**config.mk**
```make
export PLATFORM = sky130hd
export DESIGN_NAME = fpbc_plane_eval
export DESIGN_NICKNAME = d
export VERILOG_FILES = /design/src/hw/rtl/fpbc_pkg.sv /design/src/hw/rtl/fpbc_plane_eval.sv
export SDC_FILE = /design/constraint.sdc
export NUM_CORES = 2
export LEC_CHECK = 0
export BUFFER_PORTS_ARGS = -buffer_cell sky130_fd_sc_hd__buf_2
export CORE_ASPECT_RATIO = 0.75
export CORE_MARGIN = 2
export CORE_UTILIZATION = 30
export CTS_CLUSTER_DIAMETER = 60
export DETAILED_ROUTE_END_ITERATION = 10
export HOLD_SLACK_MARGIN = 0.05
export PLACE_DENSITY = 0.47
export REMOVE_ABC_BUFFERS = 1
export SYNTH_ARGS = -nofsm -noshare
export SYNTH_HDL_FRONTEND = slang
export SYNTH_SLANG_ARGS = --single-unit
```
**constraint.sdc**
```tcl
create_clock -name clk_i -period 23.3 [get_ports clk_i]
set_input_delay 6.99 -clock clk_i [delete_from_list [all_inputs] [get_ports clk_i]]
set_output_delay 6.99 -clock clk_i [all_outputs]
set_load 0.01 [all_outputs]
```
**src/hw/rtl/fpbc_pkg.sv**
```systemverilog
`timescale 1ns / 1ps
`default_nettype none
// ----------------------------------------------------------------------------
// fpbc_pkg
// Shared types and constants of the frustum point/box cull core: packed
// plane layout, pipeline advance controls and fixed field widths.
// ----------------------------------------------------------------------------
package fpbc_pkg;

  // Planes that have a configuration register
  localparam int PlaneRegs    = 6;
  localparam int CoefBits     = 16;
  localparam int CfgIdxBits   = 3;
  localparam int CfgDataBits  = 64;
  // Q8.8 offset lines up with Q2.14 * Q8.8 products (Q.22)
  localparam int DShift       = 14;

  localparam int DefNumPlanes = 6;
  localparam int DefCoordBits = 16;

  // Register layout: d in [63:48], c in [47:32], b in [31:16], a in [15:0]
  typedef struct packed {
    logic [CoefBits-1:0] d;
    logic [CoefBits-1:0] c;
    logic [CoefBits-1:0] b;
    logic [CoefBits-1:0] a;
  } plane_t;

  // Load enables for the product and sum stages
  typedef struct packed {
    logic s2;
    logic s3;
  } adv_t;

endpackage
`default_nettype wire

```
**src/hw/rtl/fpbc_plane_eval.sv**
```systemverilog
`timescale 1ns / 1ps
`default_nettype none
// ----------------------------------------------------------------------------
// fpbc_plane_eval
// Signed distance of one plane over two pipeline stages: vertex select and
// three products, then the sum with the offset and the sign test.
// ----------------------------------------------------------------------------
module fpbc_plane_eval #(
  parameter int COORD_BITS = 16
) (
  input  wire                          clk_i,
  input  wire fpbc_pkg::plane_t        plane_i,
  input  wire fpbc_pkg::adv_t          adv_i,
  input  wire                          box_i,
  input  wire logic signed [COORD_BITS-1:0] lo_x_i,
  input  wire logic signed [COORD_BITS-1:0] lo_y_i,
  input  wire logic signed [COORD_BITS-1:0] lo_z_i,
  input  wire logic signed [COORD_BITS-1:0] hi_x_i,
  input  wire logic signed [COORD_BITS-1:0] hi_y_i,
  input  wire logic signed [COORD_BITS-1:0] hi_z_i,
  output logic                         reject_o
);
  import fpbc_pkg::*;

  localparam int ProdW = CoefBits + COORD_BITS;
  localparam int DW    = CoefBits + DShift;
  localparam int SumW  = ((ProdW > DW) ? ProdW : DW) + 2;

  logic signed [CoefBits-1:0]   a_s, b_s, c_s;
  logic signed [COORD_BITS-1:0] vx, vy, vz;
  logic signed [ProdW-1:0]      px_d, py_d, pz_d;
  logic signed [ProdW-1:0]      px_q, py_q, pz_q;
  logic signed [CoefBits-1:0]   d_q;
  logic signed [SumW-1:0]       sum;

  assign a_s = signed'(plane_i.a);
  assign b_s = signed'(plane_i.b);
  assign c_s = signed'(plane_i.c);

  // Pick the positive vertex for boxes, the low corner otherwise
  assign vx = (box_i && !a_s[CoefBits-1]) ? hi_x_i : lo_x_i;
  assign vy = (box_i && !b_s[CoefBits-1]) ? hi_y_i : lo_y_i;
  assign vz = (box_i && !c_s[CoefBits-1]) ? hi_z_i : lo_z_i;

  assign px_d = ProdW'(a_s) * ProdW'(vx);
  assign py_d = ProdW'(b_s) * ProdW'(vy);
  assign pz_d = ProdW'(c_s) * ProdW'(vz);

  // Hold products and offset for the sum stage
  always_ff @(posedge clk_i) begin
    if (adv_i.s2) begin
      px_q <= px_d;
      py_q <= py_d;
      pz_q <= pz_d;
      d_q  <= signed'(plane_i.d);
    end
  end

  // Exact Q.22 distance; negative means outside
  assign sum = SumW'(px_q) + SumW'(py_q) + SumW'(pz_q) + (SumW'(d_q) <<< DShift);

  always_ff @(posedge clk_i) begin
    if (adv_i.s3) begin
      reject_o <= sum[SumW-1];
    end
  end

endmodule
`default_nettype wire

```
* Word level (Yosys, flattened, before mapping)
Cells that the tools add are included.
W data, S select, Z words.
** Storage, ports and cells
- Input bits :: 164
- Register bits after elaboration :: 113
- Output and inout port bits :: 1
- Word-level logic and storage cells :: 20
** Operators by class
- $mul :: 3
- Add/sub/neg operators :: 3
- Reductions and logical operators :: 6
- Muxes and demuxes :: 3
** Operator list (number)
- $mul A16 B16 Y32 :: 3
- $mux W16 :: 3
- $add A33 B32 Y34 :: 1
- $add A34 B30 Y34 :: 1
- $add A32 B32 Y33 :: 1
- $logic_and A1 B1 Y1 :: 3
- $logic_not A1 Y1 :: 3

* Depth between registers and ports, before layout
- Word-level depth :: 4
- Depth in mapped cells :: 27

* Worst setup path after synthesis
OpenSTA, ideal clock, no wires.
- Kind :: input to register
- Start point :: input port box_i
- End point :: register px_q[30], data pin
- Stages :: 25
- Arrival time :: 13.482 ns
- Setup slack :: 9.544 ns
- Path through :: nor2b_1 clkbuf_1 buf_1 mux2i_1 clkbuf_1 nor2b_1 fa_1 inv_1 fa_1 fa_1 inv_1 fa_1 fa_1 inv_1 fa_1 inv_1 ha_1 a21o_1 a21o_1 a21oi_1 o21ai_0 a22o_1 a31o_2 o21ai_0 o221ai_1
** Between the ends
- Longest elaborated chain between the ends :: 3
** RTL lines
- start, declared :: line fpbc_plane_eval.sv:14 : input wire box_i,
- $logic_and A1 B1 Y1 :: line fpbc_plane_eval.sv:41 : assign vx = (box_i && !a_s[CoefBits-1]) ? hi_x_i : lo_x_i;
- $mux W16 :: line fpbc_plane_eval.sv:41
- $mul A16 B16 Y32 :: line fpbc_plane_eval.sv:45 : assign px_d = ProdW'(a_s) * ProdW'(vx);
- via px_d[30] :: line fpbc_plane_eval.sv:31 : logic signed [ProdW-1:0] px_d, py_d, pz_d;
- end signal, assigned :: line fpbc_plane_eval.sv:52 : px_q <= px_d;
- end, declared :: line fpbc_plane_eval.sv:32 : logic signed [ProdW-1:0] px_q, py_q, pz_q;
The timed path passes the listed nets, and every way through them passes these cells.
A chain may end at the register's enable or synchronous reset.

* Worst setup path after layout
- Start point :: input port plane_i[15] (netlist bit)
- End point :: register px_q[23], data pin
** Between the ends
- Longest elaborated chain between the ends :: 4
** RTL lines
- start, declared :: line fpbc_plane_eval.sv:12 : input wire fpbc_pkg::plane_t plane_i,
- $logic_not A1 Y1 :: line fpbc_plane_eval.sv:41
- $logic_and A1 B1 Y1 :: line fpbc_plane_eval.sv:41
- $mux W16 :: line fpbc_plane_eval.sv:41
- $mul A16 B16 Y32 * :: line fpbc_plane_eval.sv:45
- via px_d[23] :: line fpbc_plane_eval.sv:31
Mark *: on every way through the listed nets, which the timed path passes. The rest lies on a longest branch.

==> flow_metrics.py <==
metrics = {
    "placed_design": {
        "portBuffers": 164,
        "dp_hpwl_um": 76600,
        "gp_congestion": 0.817,
        "place_inst": 5186,
    },
    "synth": {
        "synth_edf_count": 113,
        "synth_area_per_cell_um2": 9.95,
        "ys_seq_area_share_pct": 9.59,
        "ys.flop_type": "edfxtp_1",
        "synth_area_um2": 35400,
        "yosysWarnings": 0,
        "synth_cells": 3558,
        "ys_ff_latch": 113,
        "synth_cell_types": 67,
        "synthArstFlopShare_pct": 0,
    },
    "routing": {
        "dr.first_iter.drc_count": 1249,
        "avgViaCountPerCell": 4.49,
        "drtPass1Iterations": 7,
        "vias": 23450,
        "post_drt_wl_per_cell_um": 17.1,
        "postRouteWirelength_um": 89300,
        "drc": 0,
        "detail-route-antenna-nets": 0,
    },
    "setup_path": {
        "arrival_ns": 14.39,
        "slowest_delay_ns": 0.90,
        "crit_path_start_kind": "primary input",
        "crit_fanout": 17,
        "crit_chain": "buf_2 > nor2b_2 > buf_4 > mux2i_2 > nor2b_1 > fa_1 > inv_1 > fa_1 > fa_1 > fa_1 > inv_1 > fa_1 > fa_1 > ha_1 > o211ai_1 > o31a_1 > o21ai_0 > a211oi_1 > o21bai_1 > a21oi_1 > xnor2_1",
        "worst_path_max_delay_cell": "mux2i_2",
        "cp.required_ns": 23.48,
        "end_kind": "flop",
        "path_class": "in -> reg",
        "critPathMostFrequentCell": "fa_1",
    },
    "clocking": {
        "htreeDepth": 4,
        "cts_resized": 0,
        "clkSlewWorstSetupHoldPaths_ns": 0.07,
        "cts_tree": "built",
        "cts_buffers": 17,
        "cts_root_buf": "clkbuf_16",
        "cts_num_sinks": 113,
        "clockBufferDepth": 2,
        "cts_hold_buf": 0,
        "postCtsSetupBuffers": 0,
        "clk_latency_ns": 0.43,
    },
    "sta": {
        "worst_slew_pin_slew_ns": 1.17,
        "min_period_ns": 14.21,
        "hold_viol": 0,
        "timing.final.crit_share_pct": 61.0,
        "tns_ns": 0,
        "fmaxAchievable_mhz": 70.4,
        "rsz0062_at_grt": "false",
        "clock_skew_ns": 0.0145,
        "setup_viol": 0,
        "maxSlewViolCount": 0,
        "relSlewSlack_pct": 20.4,
    },
    "die": {
        "start_util_pct": 30.1,
        "die-area_um2": 121000,
        "ioPinCount": 165,
        "die-height_um": 301,
        "core_area_um2": 117000,
        "fp.dieW_um": 401,
        "rows": 109,
    },
    "global_routing": {
        "grt_pass1_wl_um": 147000,
        "grt_pass1_vias": 25462,
        "grt_max_degree": 79,
        "groute.usage.overall_pct": 15.5,
        "gr-total-overflow": 0,
        "antenna_found_initial": 5,
    },
    "cells_and_area": {
        "layout-drive-gt1-share_pct": 7.70,
        "fill_cells": 12142,
        "multi_input_area_um2": 28400,
        "layout.nets": 4940,
        "synthToLayoutAreaGrowth_pct": 8.82,
        "utilization_pct": 32.8,
        "instances_no_fill": 5219,
        "ff_latch_area_um2": 3390,
    },
    "flow_run": {
        "drv_cap": 0,
    },
    "hold_path": {
        "min_path_type": "reg -> reg",
    },
    "run_status": {
        "status": "complete, no violations",
    },
}
==> stage by stage <==
stage / hold WS, ns / worst slack, ns / area, µm²
after detailed placement: 1.15 / 8.64 / 37900
final: 1.15 / 9.09 / 38500
after floorplan: 1.07 / 9.31 / 35000
after global placement: 1.15 / 8.66 / 37900
after CTS: 1.17 / 9.09 / 38500
after global routing: 1.24 / 8.68 / 38500
==> registers in the layout, summed over array words and instances, names as in the netlist <==
register / flops
d_q: 16
pz_q: 32
py_q: 32
reject_o: 1
px_q: 32
==> critical path, delay by kind of cell <==
kind	cells	cell delay (ns)
adders and majority gates	7	3.33
and+or+nand+nor	2	0.53
buffers and inverters	4	0.76
xor gates and xnor gates	1	0.15
muxes	1	0.90
AOI/OAI and AO/OA	6	1.70
==> metal layers <==
layer	vias to the layer above	wire, µm	GRT usage [%]
met1	12154	46600	24.6
met3	41	3780	1.97
li1	10834	-	-
met5	-	13	0
met2	419	37900	22.9
met4	2	1020	2.23
==> final timing paths <==
kind                                   from  endpoint  slack, ns  cells after the start
worst max-delay path            plane_i[15]  px_q[23]       9.09                     21
worst min-delay path                d_q[15]  reject_o       1.15                      4
worst max register to register     px_q[22]  reject_o      19.97                     11
worst min register to register      d_q[15]  reject_o       1.15                      4
==> cells by family after synthesis <==
group | share of synthesized area, %
compound gates | 4.69
simple gates | 13.7
mux | 1.60
flops | 9.59
fa+ha+maj | 57.5
buf+inv | 10.3
xor+xnor | 2.55
==> Yosys cell counts (all sizes together) (4+ instances only) <==
cell,instances,area share [%]
and3,12,0.21
or2,13,0.23
mux2i,23,0.65
nand4,8,0.14
nand2b,31,0.55
a211oi,6,0.14
o21a,14,0.30
o21bai,16,0.34
xnor2,80,2.0
a21o,35,0.74
nand2,338,3.6
mux2,30,0.95
a31oi,11,0.21
clkbuf,106,1.1
and4,7,0.18
or3,7,0.13
inv,864,9.2
nor2,75,0.80
and2,146,2.6
edfxtp,113,9.6
nor3,19,0.27
o211ai,12,0.25
nor2b,258,4.6
a21oi,72,1.0
a221oi,5,0.14
o211a,4,0.11
xor2,23,0.57
fa,836,47
buf,4,0.049
o21ai,42,0.60
nand3,17,0.24
a2111oi,6,0.17
ha,289,10
==> layout by cell type, fill, tap and decap left out, drive strengths merged, types with 7 or more instances in the layout <==
master	count
inv	873
fa	836
nand2	338
ha	289
nor2b	258
buf	184
and2	146
edfxtp	113
xnor2	80
nor2	75
a21oi	72
o21ai	42
a21o	35
nand2b	31
mux2	30
xor2	23
mux2i	23
nor3	19
nand3	17
clkbuf	17
o21bai	16
o21a	14
or2	13
and3	12
o211ai	12
a31oi	11
nand4	8
and4	7
or3	7
==> layout make-up <==
class | instances | share of cell area (%)
antenna | 1 | 0.00650
clock buffer | 17 | 1.10
inverter | 864 | 8.42
multi-input combinational | 2471 | 73.7
sequential | 113 | 8.81
timing repair buffer | 184 | 2.53
clock inverter | 15 | 0.429
tap | 1554 | 5.05
Power is not shown: default switching activity piles up to over one toggle a cycle in this logic, so the estimate is an artifact.
